`src/hdl/rsr_pkg.sv`:
```
// ----------------------------------------------------------------------------
// rsr_pkg
// shared widths, state and mode codes and the control structs that pass
// between the row statistics core and its iterative divide / root unit
// ----------------------------------------------------------------------------
package rsr_pkg;

  localparam int unsigned SAMPLE_W    = 16;
  localparam int unsigned LEN_W       = 13;
  localparam int unsigned MAX_ROW_LEN = 4096;
  localparam int unsigned FRAC_BITS   = 8;
  localparam int unsigned SUM_W       = 29;
  localparam int unsigned SQSUM_W     = 43;
  localparam int unsigned SQ_SMP_W    = 31;
  localparam int unsigned MAG_W       = 28;
  localparam int unsigned MUL_W       = 28;
  localparam int unsigned PROD_W      = 2 * MUL_W;
  localparam int unsigned NUM_W       = 55;
  localparam int unsigned NN_W        = 25;
  localparam int unsigned OPND_W      = 64;
  localparam int unsigned REM_W       = 28;
  localparam int unsigned ROOT_W      = 24;
  localparam int unsigned STEP_W      = 7;

  localparam int unsigned ROW_SUM_W   = 28;
  localparam int unsigned MEAN_W      = 24;
  localparam int unsigned VAR_W       = 39;
  localparam int unsigned STD_W       = 24;

  // iteration counts: dividend bits consumed or root bits produced
  localparam logic [STEP_W-1:0] MEAN_STEPS = 7'd36;
  localparam logic [STEP_W-1:0] VAR_STEPS  = 7'd63;
  localparam logic [STEP_W-1:0] SQRT_STEPS = 7'd24;

  typedef enum logic [3:0] {
    ST_ACC,
    ST_MUL_SQ,
    ST_MUL_LO,
    ST_MUL_HI,
    ST_MUL_NN,
    ST_DIV_MEAN,
    ST_DIV_VAR,
    ST_SQRT,
    ST_DONE
  } rsr_state_e;

  typedef enum logic {
    MODE_DIV,
    MODE_SQRT
  } iter_mode_e;

  typedef struct packed {
    logic                start;
    iter_mode_e          mode;
    logic [STEP_W-1:0]   steps;
    logic [OPND_W-1:0]   operand;
    logic [NN_W-1:0]     divisor;
  } iter_req_t;

  typedef struct packed {
    logic                busy;
    logic [OPND_W-1:0]   result;
  } iter_status_t;

endpackage

```
`src/hdl/rsr_iter_unit.sv`:
```
// ----------------------------------------------------------------------------
// rsr_iter_unit
// restoring divider and digit-by-digit square root sharing one
// compare-subtract; one quotient bit or one root bit per cycle
// ----------------------------------------------------------------------------
module rsr_iter_unit (
  input  logic                 clk_i,
  input  logic                 rst_ni,
  input  rsr_pkg::iter_req_t   req_i,
  output rsr_pkg::iter_status_t status_o
);

  logic [rsr_pkg::STEP_W-1:0] cnt_q;
  rsr_pkg::iter_mode_e        mode_q;
  logic [rsr_pkg::OPND_W-1:0] dq_q;
  logic [rsr_pkg::REM_W-1:0]  rem_q;
  logic [rsr_pkg::ROOT_W-1:0] root_q;
  logic [rsr_pkg::NN_W-1:0]   div_q;

  logic [rsr_pkg::REM_W-1:0]  cmp_a;
  logic [rsr_pkg::REM_W-1:0]  cmp_b;
  logic [rsr_pkg::REM_W-1:0]  diff;
  logic                       ge;
  logic                       busy;

  assign busy = (cnt_q != '0);

  // shared compare-subtract
  always_comb begin
    if (mode_q == rsr_pkg::MODE_SQRT) begin
      cmp_a = {rem_q[rsr_pkg::REM_W-3:0], dq_q[rsr_pkg::OPND_W-1 -: 2]};
      cmp_b = {2'b00, root_q, 2'b01};
    end else begin
      cmp_a = {rem_q[rsr_pkg::REM_W-2:0], dq_q[rsr_pkg::OPND_W-1]};
      cmp_b = {3'b000, div_q};
    end
    ge   = (cmp_a >= cmp_b);
    diff = cmp_a - cmp_b;
  end

  always_ff @(posedge clk_i or negedge rst_ni) begin
    if (!rst_ni) begin
      cnt_q  <= '0;
      mode_q <= rsr_pkg::MODE_DIV;
    end else if (req_i.start) begin
      cnt_q  <= req_i.steps;
      mode_q <= req_i.mode;
    end else if (busy) begin
      cnt_q  <= cnt_q - 1'b1;
    end
  end

  always_ff @(posedge clk_i) begin
    if (req_i.start) begin
      dq_q   <= req_i.operand;
      rem_q  <= '0;
      root_q <= '0;
      div_q  <= req_i.divisor;
    end else if (busy) begin
      rem_q <= ge ? diff : cmp_a;
      if (mode_q == rsr_pkg::MODE_SQRT) begin
        dq_q   <= {dq_q[rsr_pkg::OPND_W-3:0], 2'b00};
        root_q <= {root_q[rsr_pkg::ROOT_W-2:0], ge};
      end else begin
        dq_q   <= {dq_q[rsr_pkg::OPND_W-2:0], ge};
      end
    end
  end

  assign status_o.busy   = busy;
  assign status_o.result = (mode_q == rsr_pkg::MODE_SQRT)
                           ? {{(rsr_pkg::OPND_W-rsr_pkg::ROOT_W){1'b0}}, root_q}
                           : dq_q;

endmodule

```
`src/hdl/row_statistics_reduction_core.sv`:
```
// ----------------------------------------------------------------------------
// row_statistics_reduction_core
// per-row max, min, sum, Q8 mean, Q8 population variance and Q8 deviation
// ----------------------------------------------------------------------------
// samples enter on the input channel (in_valid_i / in_stall_o / sample_i);
// every row_length words form one row and give one result word on the output
// channel (out_valid_o / out_stall_i and the row_* ports). row_length is
// written on the config channel (cfg_valid_i / cfg_ready_o) and clears any
// partial row; 0 acts as 1, values above 4096 as 4096. a config write offered
// together with a sample is taken first, the sample is stalled while cfg_valid_i is high.
// samples are accumulated one per cycle while the input is not stalled. after the
// last sample of a row the input stalls while the shared 28x28 multiplier
// forms |sum|^2, n*sumsq and n*n and the shared compare-subtract unit runs
// the mean divide, the variance divide and the square root; the results are
// then loaded into the result register.
// reset: row_length returns to 1, the accumulators clear, no result pending.
// stall: the result holds in the output register; a finished row waits
// until the previous result has been taken.
// ----------------------------------------------------------------------------
module row_statistics_reduction_core (
  input  logic                           clk_i,
  input  logic                           rst_ni,
  // sample channel
  input  logic                           in_valid_i,
  output logic                           in_stall_o,
  input  logic signed [15:0]             sample_i,
  // result channel
  output logic                           out_valid_o,
  input  logic                           out_stall_i,
  output logic signed [15:0]             row_max_o,
  output logic signed [15:0]             row_min_o,
  output logic signed [27:0]             row_sum_o,
  output logic signed [23:0]             row_mean_o,
  output logic        [38:0]             row_variance_o,
  output logic        [23:0]             row_std_o,
  // config channel
  input  logic                           cfg_valid_i,
  output logic                           cfg_ready_o,
  input  logic        [12:0]             cfg_row_length_i
);

  localparam int unsigned LW = rsr_pkg::LEN_W;

  rsr_pkg::rsr_state_e state_q, state_d;

  // accumulators
  logic [LW-1:0]                    len_q;
  logic [LW-1:0]                    count_q;
  logic signed [rsr_pkg::SAMPLE_W-1:0] max_q, min_q;
  logic signed [rsr_pkg::SUM_W-1:0]    sum_q;
  logic [rsr_pkg::SQSUM_W-1:0]         sqsum_q;

  // row-end intermediates
  logic [rsr_pkg::PROD_W-1:0]       sq_q;     // |sum|^2
  logic [rsr_pkg::PROD_W-1:0]       nsq_q;    // n * sumsq
  logic [rsr_pkg::MUL_W-1:0]        hi_q;     // n * sumsq upper part
  logic [rsr_pkg::NN_W-1:0]         nn_q;     // n * n
  logic [rsr_pkg::MEAN_W-1:0]       mean_q;
  logic [rsr_pkg::VAR_W-1:0]        var_q;
  logic [rsr_pkg::STD_W-1:0]        std_q;

  // output register
  logic                             out_valid_q;
  logic signed [15:0]               row_max_q, row_min_q;
  logic signed [27:0]               row_sum_q;
  logic signed [23:0]               row_mean_q;
  logic [38:0]                      row_var_q;
  logic [23:0]                      row_std_q;

  logic in_acc, cfg_acc, last, out_free;
  logic [LW-1:0] cfg_len;
  logic signed [31:0] smp_sq;
  logic [rsr_pkg::SUM_W-1:0] sum_neg;
  logic [rsr_pkg::MAG_W-1:0] mag;
  logic [rsr_pkg::MUL_W-1:0] mul_a, mul_b;
  logic [rsr_pkg::PROD_W-1:0] mul_p;
  logic [rsr_pkg::PROD_W-1:0] num;

  rsr_pkg::iter_req_t    iter_req;
  rsr_pkg::iter_status_t iter_st;

  assign in_acc   = in_valid_i && !in_stall_o;
  assign cfg_acc  = cfg_valid_i && cfg_ready_o;
  assign last     = ((count_q + 1'b1) == len_q);
  assign out_free = !out_valid_q || !out_stall_i;

  // clamp written length into 1..max
  always_comb begin
    if (cfg_row_length_i == '0) begin
      cfg_len = LW'(1);
    end else if (cfg_row_length_i > LW'(rsr_pkg::MAX_ROW_LEN)) begin
      cfg_len = LW'(rsr_pkg::MAX_ROW_LEN);
    end else begin
      cfg_len = cfg_row_length_i;
    end
  end

  assign smp_sq  = sample_i * sample_i;
  assign sum_neg = -sum_q;
  assign mag     = sum_q[rsr_pkg::SUM_W-1] ? sum_neg[rsr_pkg::MAG_W-1:0]
                                           : sum_q[rsr_pkg::MAG_W-1:0];
  assign mul_p   = mul_a * mul_b;
  assign num     = nsq_q - sq_q;

  // next state
  always_comb begin
    state_d = state_q;
    unique case (state_q)
      rsr_pkg::ST_ACC:      if (in_acc && last && !cfg_acc) state_d = rsr_pkg::ST_MUL_SQ;
      rsr_pkg::ST_MUL_SQ:   state_d = rsr_pkg::ST_MUL_LO;
      rsr_pkg::ST_MUL_LO:   state_d = rsr_pkg::ST_MUL_HI;
      rsr_pkg::ST_MUL_HI:   state_d = rsr_pkg::ST_MUL_NN;
      rsr_pkg::ST_MUL_NN:   state_d = rsr_pkg::ST_DIV_MEAN;
      rsr_pkg::ST_DIV_MEAN: if (!iter_st.busy) state_d = rsr_pkg::ST_DIV_VAR;
      rsr_pkg::ST_DIV_VAR:  if (!iter_st.busy) state_d = rsr_pkg::ST_SQRT;
      rsr_pkg::ST_SQRT:     if (!iter_st.busy) state_d = rsr_pkg::ST_DONE;
      rsr_pkg::ST_DONE:     if (out_free) state_d = rsr_pkg::ST_ACC;
      default:              state_d = rsr_pkg::ST_ACC;
    endcase
  end

  // sequencer outputs: handshakes, multiplier operands, unit requests
  always_comb begin
    in_stall_o       = 1'b1;
    cfg_ready_o      = 1'b0;
    mul_a            = '0;
    mul_b            = '0;
    iter_req.start   = 1'b0;
    iter_req.mode    = rsr_pkg::MODE_DIV;
    iter_req.steps   = rsr_pkg::MEAN_STEPS;
    iter_req.operand = '0;
    iter_req.divisor = '0;
    unique case (state_q)
      rsr_pkg::ST_ACC: begin
        // a pending config write goes first
        in_stall_o  = cfg_valid_i;
        cfg_ready_o = 1'b1;
      end
      rsr_pkg::ST_MUL_SQ: begin
        mul_a = mag;
        mul_b = mag;
      end
      rsr_pkg::ST_MUL_LO: begin
        mul_a = {{(rsr_pkg::MUL_W-LW){1'b0}}, len_q};
        mul_b = sqsum_q[rsr_pkg::MUL_W-1:0];
      end
      rsr_pkg::ST_MUL_HI: begin
        mul_a = {{(rsr_pkg::MUL_W-LW){1'b0}}, len_q};
        mul_b = {{(2*rsr_pkg::MUL_W-rsr_pkg::SQSUM_W){1'b0}},
                 sqsum_q[rsr_pkg::SQSUM_W-1:rsr_pkg::MUL_W]};
      end
      rsr_pkg::ST_MUL_NN: begin
        mul_a = {{(rsr_pkg::MUL_W-LW){1'b0}}, len_q};
        mul_b = {{(rsr_pkg::MUL_W-LW){1'b0}}, len_q};
        // mean divide: (|sum| << 8) / n, left-aligned
        iter_req.start   = 1'b1;
        iter_req.mode    = rsr_pkg::MODE_DIV;
        iter_req.steps   = rsr_pkg::MEAN_STEPS;
        iter_req.operand = {mag, {rsr_pkg::FRAC_BITS{1'b0}}, {rsr_pkg::MAG_W{1'b0}}};
        iter_req.divisor = {{(rsr_pkg::NN_W-LW){1'b0}}, len_q};
      end
      rsr_pkg::ST_DIV_MEAN: begin
        // variance divide: ((n*sumsq - sum^2) << 8) / n^2
        iter_req.start   = !iter_st.busy;
        iter_req.mode    = rsr_pkg::MODE_DIV;
        iter_req.steps   = rsr_pkg::VAR_STEPS;
        iter_req.operand = {num[rsr_pkg::NUM_W-1:0], {rsr_pkg::FRAC_BITS{1'b0}}, 1'b0};
        iter_req.divisor = nn_q;
      end
      rsr_pkg::ST_DIV_VAR: begin
        // root of variance << 8, radicand padded to an even width
        iter_req.start   = !iter_st.busy;
        iter_req.mode    = rsr_pkg::MODE_SQRT;
        iter_req.steps   = rsr_pkg::SQRT_STEPS;
        iter_req.operand = {1'b0, iter_st.result[rsr_pkg::VAR_W-1:0],
                            {rsr_pkg::FRAC_BITS{1'b0}},
                            {(rsr_pkg::OPND_W-2*rsr_pkg::ROOT_W){1'b0}}};
      end
      rsr_pkg::ST_SQRT: begin
      end
      rsr_pkg::ST_DONE: begin
      end
      default: begin
      end
    endcase
  end

  rsr_iter_unit u_iter (
    .clk_i    (clk_i),
    .rst_ni   (rst_ni),
    .req_i    (iter_req),
    .status_o (iter_st)
  );

  // control and accumulator state
  always_ff @(posedge clk_i or negedge rst_ni) begin
    if (!rst_ni) begin
      state_q     <= rsr_pkg::ST_ACC;
      len_q       <= LW'(1);
      count_q     <= '0;
      max_q       <= {1'b1, {(rsr_pkg::SAMPLE_W-1){1'b0}}};
      min_q       <= {1'b0, {(rsr_pkg::SAMPLE_W-1){1'b1}}};
      sum_q       <= '0;
      sqsum_q     <= '0;
      out_valid_q <= 1'b0;
    end else begin
      state_q <= state_d;
      if (cfg_acc || (state_q == rsr_pkg::ST_DONE && out_free)) begin
        // new length or finished row: start a fresh row
        if (cfg_acc) len_q <= cfg_len;
        count_q <= '0;
        max_q   <= {1'b1, {(rsr_pkg::SAMPLE_W-1){1'b0}}};
        min_q   <= {1'b0, {(rsr_pkg::SAMPLE_W-1){1'b1}}};
        sum_q   <= '0;
        sqsum_q <= '0;
      end else if (in_acc) begin
        count_q <= count_q + 1'b1;
        if (sample_i > max_q) max_q <= sample_i;
        if (sample_i < min_q) min_q <= sample_i;
        sum_q   <= sum_q + rsr_pkg::SUM_W'(sample_i);
        sqsum_q <= sqsum_q + {{(rsr_pkg::SQSUM_W-rsr_pkg::SQ_SMP_W){1'b0}},
                              smp_sq[rsr_pkg::SQ_SMP_W-1:0]};
      end
      if (state_q == rsr_pkg::ST_DONE && out_free) begin
        out_valid_q <= 1'b1;
      end else if (out_valid_q && !out_stall_i) begin
        out_valid_q <= 1'b0;
      end
    end
  end

  // row-end datapath and result word
  always_ff @(posedge clk_i) begin
    case (state_q)
      rsr_pkg::ST_MUL_SQ: sq_q  <= mul_p;
      rsr_pkg::ST_MUL_LO: nsq_q <= mul_p;
      rsr_pkg::ST_MUL_HI: hi_q  <= mul_p[rsr_pkg::MUL_W-1:0];
      rsr_pkg::ST_MUL_NN: begin
        nn_q  <= mul_p[rsr_pkg::NN_W-1:0];
        nsq_q <= nsq_q + {hi_q, {rsr_pkg::MUL_W{1'b0}}};
      end
      rsr_pkg::ST_DIV_MEAN: if (!iter_st.busy) mean_q <= iter_st.result[rsr_pkg::MEAN_W-1:0];
      rsr_pkg::ST_DIV_VAR:  if (!iter_st.busy) var_q  <= iter_st.result[rsr_pkg::VAR_W-1:0];
      rsr_pkg::ST_SQRT:     if (!iter_st.busy) std_q  <= iter_st.result[rsr_pkg::STD_W-1:0];
      rsr_pkg::ST_DONE: begin
        if (out_free) begin
          row_max_q  <= max_q;
          row_min_q  <= min_q;
          row_sum_q  <= sum_q[rsr_pkg::ROW_SUM_W-1:0];
          // mean truncates toward zero: divide the magnitude, restore sign
          row_mean_q <= sum_q[rsr_pkg::SUM_W-1] ? -mean_q : mean_q;
          row_var_q  <= var_q;
          row_std_q  <= std_q;
        end
      end
      default: begin
      end
    endcase
  end

  assign out_valid_o    = out_valid_q;
  assign row_max_o      = row_max_q;
  assign row_min_o      = row_min_q;
  assign row_sum_o      = row_sum_q;
  assign row_mean_o     = row_mean_q;
  assign row_variance_o = row_var_q;
  assign row_std_o      = row_std_q;

endmodule
```
`config.mk`:
```
export PLATFORM = sky130hd
export DESIGN_NAME = row_statistics_reduction_core
export DESIGN_NICKNAME = d
export VERILOG_FILES = /design/src/hdl/rsr_pkg.sv /design/src/hdl/rsr_iter_unit.sv /design/src/hdl/row_statistics_reduction_core.sv
export SDC_FILE = /design/constraint.sdc
export NUM_CORES = 2
export LEC_CHECK = 0
export ABC_AREA = 1
export BUFFER_PORTS_ARGS = -buffer_cell sky130_fd_sc_hd__buf_2
export CORE_UTILIZATION = 40
export CTS_CLUSTER_DIAMETER = 100
export CTS_CLUSTER_SIZE = 12
export DETAILED_ROUTE_END_ITERATION = 6
export SYNTH_ARGS = -nofsm -noshare
export SYNTH_HDL_FRONTEND = slang
export SYNTH_HIERARCHICAL = 1
export SYNTH_SLANG_ARGS = --single-unit
```
`constraint.sdc`:
```
create_clock -name clk_i -period 8.75 [get_ports clk_i]
set_input_delay 1.75 -clock clk_i [delete_from_list [all_inputs] [get_ports clk_i]]
set_output_delay 1.75 -clock clk_i [all_outputs]
set_load 0.01 [all_outputs]
```
Yosys cells after proc, flatten, opt, wreduce, memory -nomap -nowiden
Index checks and enable logic that the tools add are counted.
{"block": "word_totals", "output_inout_bits": 150, "register_bits": 681}
{"block": "classes", "order_cmp": 4, "mux": 40, "n_eq_ne": 14, "bitwise": 1, "reduce_logical": 32, "n_mul": 2, "addsub": 9}
{"operator": "$pmux 73 s3", "count": 1}
{"operator": "$mux 64", "count": 3}
{"operator": "$pmux 28 s4", "count": 1}
{"operator": "$pmux 56 s2", "count": 1}
{"operator": "$mux 16", "count": 6}
{"operator": "$mux 43", "count": 2}
{"operator": "$mux 29", "count": 2}
{"operator": "$add 56x56->56", "count": 1}
{"operator": "$mul 28x28->56", "count": 1}
{"operator": "$mux 28", "count": 2}
{"operator": "$pmux 28 s2", "count": 1}
{"operator": "$sub 55x55->55", "count": 1}
{"operator": "$mux 13", "count": 4}
{"operator": "$pmux 25 s2", "count": 1}
{"operator": "$add 43x31->43", "count": 1}
{"operator": "$mux 39", "count": 1}
{"operator": "$pmux 4 s9", "count": 1}
{"operator": "$mul 16x16->31", "count": 1}
{"operator": "$add 29x16->29", "count": 1}
{"operator": "$ge 28x26->1", "count": 1}
{"operator": "$neg 28->28", "count": 1}
{"operator": "$mux 27", "count": 1}
{"operator": "$sub 27x26->27", "count": 1}
{"operator": "$mux 26", "count": 1}
{"operator": "27 further kinds", "count": 65}

Longest topological paths before layout
{"block": "depth", "ltp_word": 8, "mapped_depth": 41}

Cells and area by module
The synthesis kept the hierarchy.
{"mod": "row_statistics_reduction_core", "area_each_um2": 65964.5, "seq_area_each_um2": 15290.9, "instances": 1, "cells_each": 8028}
{"mod": "rsr_iter_unit", "area_each_um2": 9330.2, "seq_area_each_um2": 3893.7, "instances": 1, "cells_each": 1273}

Least setup slack after synthesis
OpenSTA, ideal clock, no wires.
{"block": "synth_path", "kind": "input port to flip-flop", "start": "input out_stall_i", "end": "register max_q[4] (netlist name)", "arrival_time_ps": 9587, "path_slack_ps": -966, "t_required_ps": 8621, "path_buffers": 1, "path_stages": 11, "path_cell_list": "nand2_1 > inv_1 > nor2_1 > inv_1 > nand2_4 > nor2_2 > a21oi_2 > nand2_1 > buf_2 > nand3_1 > o21ai_0"}
{"block": "synth_via", "elab_chain_len": 6, "word_cells_on_any_way": 8}
{"item": "start: declaration", "line": "row_statistics_reduction_core.sv:29", "text": "input logic out_stall_i,"}
{"item": "$logic_not 1->1 *", "line": "row_statistics_reduction_core.sv:85", "text": "assign out_free = !out_valid_q || !out_stall_i;"}
{"item": "$logic_or 1x1->1 *", "line": "row_statistics_reduction_core.sv:85"}
{"item": "$logic_and 1x1->1 *", "line": "row_statistics_reduction_core.sv:208", "text": "if (cfg_acc || (state_q == rsr_pkg::ST_DONE && out_free)) begin"}
{"item": "$logic_or 1x1->1 *", "line": "row_statistics_reduction_core.sv:208"}
{"item": "$reduce_bool 2->1 (no source line)"}
{"item": "$reduce_and 2->1 (no source line)"}
{"item": "end signal: assignment", "line": "row_statistics_reduction_core.sv:201", "text": "max_q <= {1'b1, {(rsr_pkg::SAMPLE_W-1){1'b0}}};"}
{"item": "end signal: assignment", "line": "row_statistics_reduction_core.sv:212", "text": "max_q <= {1'b1, {(rsr_pkg::SAMPLE_W-1){1'b0}}};"}
{"item": "end signal: assignment", "line": "row_statistics_reduction_core.sv:218", "text": "if (sample_i > max_q) max_q <= sample_i;"}
{"item": "end: declaration", "line": "row_statistics_reduction_core.sv:49", "text": "logic signed [rsr_pkg::SAMPLE_W-1:0] max_q, min_q;"}
Mark *: on every way between the ends. The rest lies on a longest branch, timed or not.
A chain may end at the register's enable or synchronous reset.

Worst setup path after layout
{"block": "layout_path", "start": "register state_q[3]", "end": "register nsq_q[49] (netlist name) (data pin)"}
{"block": "layout_via", "elab_chain_len": 5, "word_cells_on_any_way": 9}
{"item": "start: declaration", "line": "row_statistics_reduction_core.sv:44", "text": "rsr_pkg::rsr_state_e state_q, state_d;"}
{"item": "start signal: assignment", "line": "row_statistics_reduction_core.sv:198", "text": "state_q <= rsr_pkg::ST_ACC;"}
{"item": "start signal: assignment", "line": "row_statistics_reduction_core.sv:207", "text": "state_q <= state_d;"}
{"item": "$eq 4x3->1, or another cell as far along", "line": "row_statistics_reduction_core.sv:133, row_statistics_reduction_core.sv:234"}
{"item": "$reduce_or 3->1 (no source line)"}
{"item": "$pmux 28 s2", "line": "row_statistics_reduction_core.sv:133", "text": "unique case (state_q)"}
{"item": "$mul 28x28->56", "line": "row_statistics_reduction_core.sv:102", "text": "assign mul_p = mul_a * mul_b;"}
{"item": "$pmux 56 s2 *", "line": "row_statistics_reduction_core.sv:234", "text": "case (state_q)"}
{"item": "end signal: assignment", "line": "row_statistics_reduction_core.sv:236", "text": "rsr_pkg::ST_MUL_LO: nsq_q <= mul_p;"}
{"item": "end signal: assignment", "line": "row_statistics_reduction_core.sv:240", "text": "nsq_q <= nsq_q + {hi_q, {rsr_pkg::MUL_W{1'b0}}};"}
{"item": "end: declaration", "line": "row_statistics_reduction_core.sv:55", "text": "logic [rsr_pkg::PROD_W-1:0] nsq_q;"}
Marked as above.

==> out/metrics.csv <==
stage,metric,value,unit
synthesis,netlist_area,75200,um^2
layout,area_growth,12.6,%
placement,place_congestion,0.982,
global_route,grt_start_max_net_pins,83,
clock_tree,hold_buffers,0,
route,wl_per_cell,21.5,um
worst_setup_path,path_max_fanout,18,
timing,period_needed,8.52,ns
die,die_width,436,um
clock_tree,clock_path_buffers,3,
worst_setup_path,worst_setup_path_start_kind,register,
timing,drv_slew,0,
worst_setup_path,worstSetupPathType,register to register,
placement,portBuffers,183,
die,die-area,190000,um^2
route,drc,0,
route,totalWireLength,265000,um
clock_tree,cts_root_buf,clkbuf_16,
worst_setup_path,path_common_cell,fa_1,
worst_setup_path,cp_slowest_cell,fa_1,
clock_tree,numCtsBuffers,70,
timing,setup_viol,0,
layout,layout-drive-gt1-share,10.4,%
synthesis,yosysWarnings,6,
clock_tree,cts.clk_slew.worst_paths,0.07,ns
die,core_region_area,186000,um^2
global_route,grt_pass1_vias,65073,
timing,setup_ws,0.228,ns
placement,dp_hpwl,222000,um
global_route,antenna_found_initial,13,
die,core.rowCount,158,
clock_tree,clkSinkCount,679,
outcome,status,"finished, final reports clean",
global_route,track_usage,27.8,%
global_route,top_usage_layer,met2,
route,drtIter0Drc,5437,
global_route,use_met2,44.6,%
global_route,met1_usage,38.1,%
route,first_pass_iters,6,
clock_tree,cts_tree,built,
clock_tree,clk_latency,0.70,ns
timing,max-slew-margin-rel,8.45,%
global_route,grt-ovfl-total,0,
worst_setup_path,crit_required,9.18,ns
synthesis,syn_avg_cell_area,8.11,um^2
placement,post-place-ws,-0.359,ns
flow_run,cap_viol_max_count,0,
route,vias_per_cell,5.22,
layout,fin_nets,11233,
route,vias,64439,
die,die_h,436,um
die,ioPinCount,184,
global_route,grt_util_met3,3.83,%
worst_setup_path,cp-end-kind,register,
timing,finalSetupTns,0,ns
timing,fmax,117,MHz
clock_tree,h-tree-depth,3,
die,floorplan.initialDensity,40.4,%
timing,clock_skew,0.0870,ns
timing,finalCritPeriodShare,97.4,%
worst_setup_path,arrival,8.95,ns
worst_setup_path,slowest_delay,0.63,ns
synthesis,synth_cells,9275,
min_path,hold_path_class,register to register,
route,drtAntennaViolNets,0,
timing,worstMarginPinSlew,1.36,ns
global_route,grt_pass1_wl,400000,um
timing,final-hold-violation-count,0,
final timing paths:
path / from / to / slack (ns) / cells past startpoint
min: std_q[2] / row_std_o[2] / 0.42 / 0
max: state_q[3] / nsq_q[49] / 0.23 / 31
max reg2reg: state_q[3] / nsq_q[49] / 0.23 / 31
min in group asynchronous: rst_ni / max_q[6] / 1.15 / 1
min reg2reg: std_q[2] / row_std_o[2] / 0.42 / 0
max in group asynchronous: rst_ni / sqsum_q[35] / 6.18 / 2
flip-flops by register name (all words and copies together), names as in the netlist, 24 cells and up:
name / cells
u_iter/dq_q: 64
nn_q: 25
row_mean_o: 24
sqsum_q: 43
row_std_o: 24
u_iter/root_q: 24
sum_q: 29
nsq_q: 55
sq_q: 55
hi_q: 27
row_sum_o: 28
u_iter/div_q: 25
u_iter/rem_q: 27
row_variance_o: 39
mean_q: 24
var_q: 39
std_q: 24
area by class of cell:
cell class	count	area (um^2)
tap	2480	3100
clock buffer	107	1900
clock inverter	16	287
inverter	2106	7950
sequential	679	19200
timing repair buffer	703	4980
antenna	3	7.51
fill	18502	101000
multi-input combinational	6243	47200
layout by cell type (no fill, tap or decap), types with 124 or more instances in the layout:
cell / count
inv_1: 2049
nand2_1: 1969
fa_1: 909
nor2_1: 877
buf_4: 506
ha_1: 485
edfxtp_1: 485
a21oi_1: 414
o21ai_0: 412
nand3_1: 337
buf_2: 182
dfrtp_1: 124
routing by layer:
metal,share of wire (%),up-vias
li1,-,29805
met1,43,31679
met5,0.012,-
met2,45,2538
met3,7.6,413
met4,4.3,4
metrics by stage:
step	util, %	cells	hold slack [ns]	instance area [um^2]
5_1_grt	45.5	12336	0.416	84600
3_5_place_dp	44.2	12207	0.405	82200
6_report	45.5	12337	0.416	84600
4_1_cts	45.4	12330	0.416	84400
2_1_floorplan	-	9284	0.400	75200
3_3_place_gp	44.2	12207	0.402	82200
worst max-delay path, delay by kind of cell, from the launching register on:
kind                     cells  cell delay, ns
AO/OA/AOI/OAI                4            0.79
AND/OR/NAND/NOR              9            1.80
buffers and inverters       10            1.25
adder cells (fa/ha/maj)      8            3.89
flip-flops                   1            0.49
what timing repair did:
action                                  CTS  global route
pin swaps                                 0             1
hold endpoints to repair                  0             0
resized for setup                         4            62
buffers inserted                          0             4
endpoints found under the setup margin    6           105
Power is left out: the tool's default activity adds up to more than one toggle a clock period on the data nets, which glitch-free logic cannot reach.
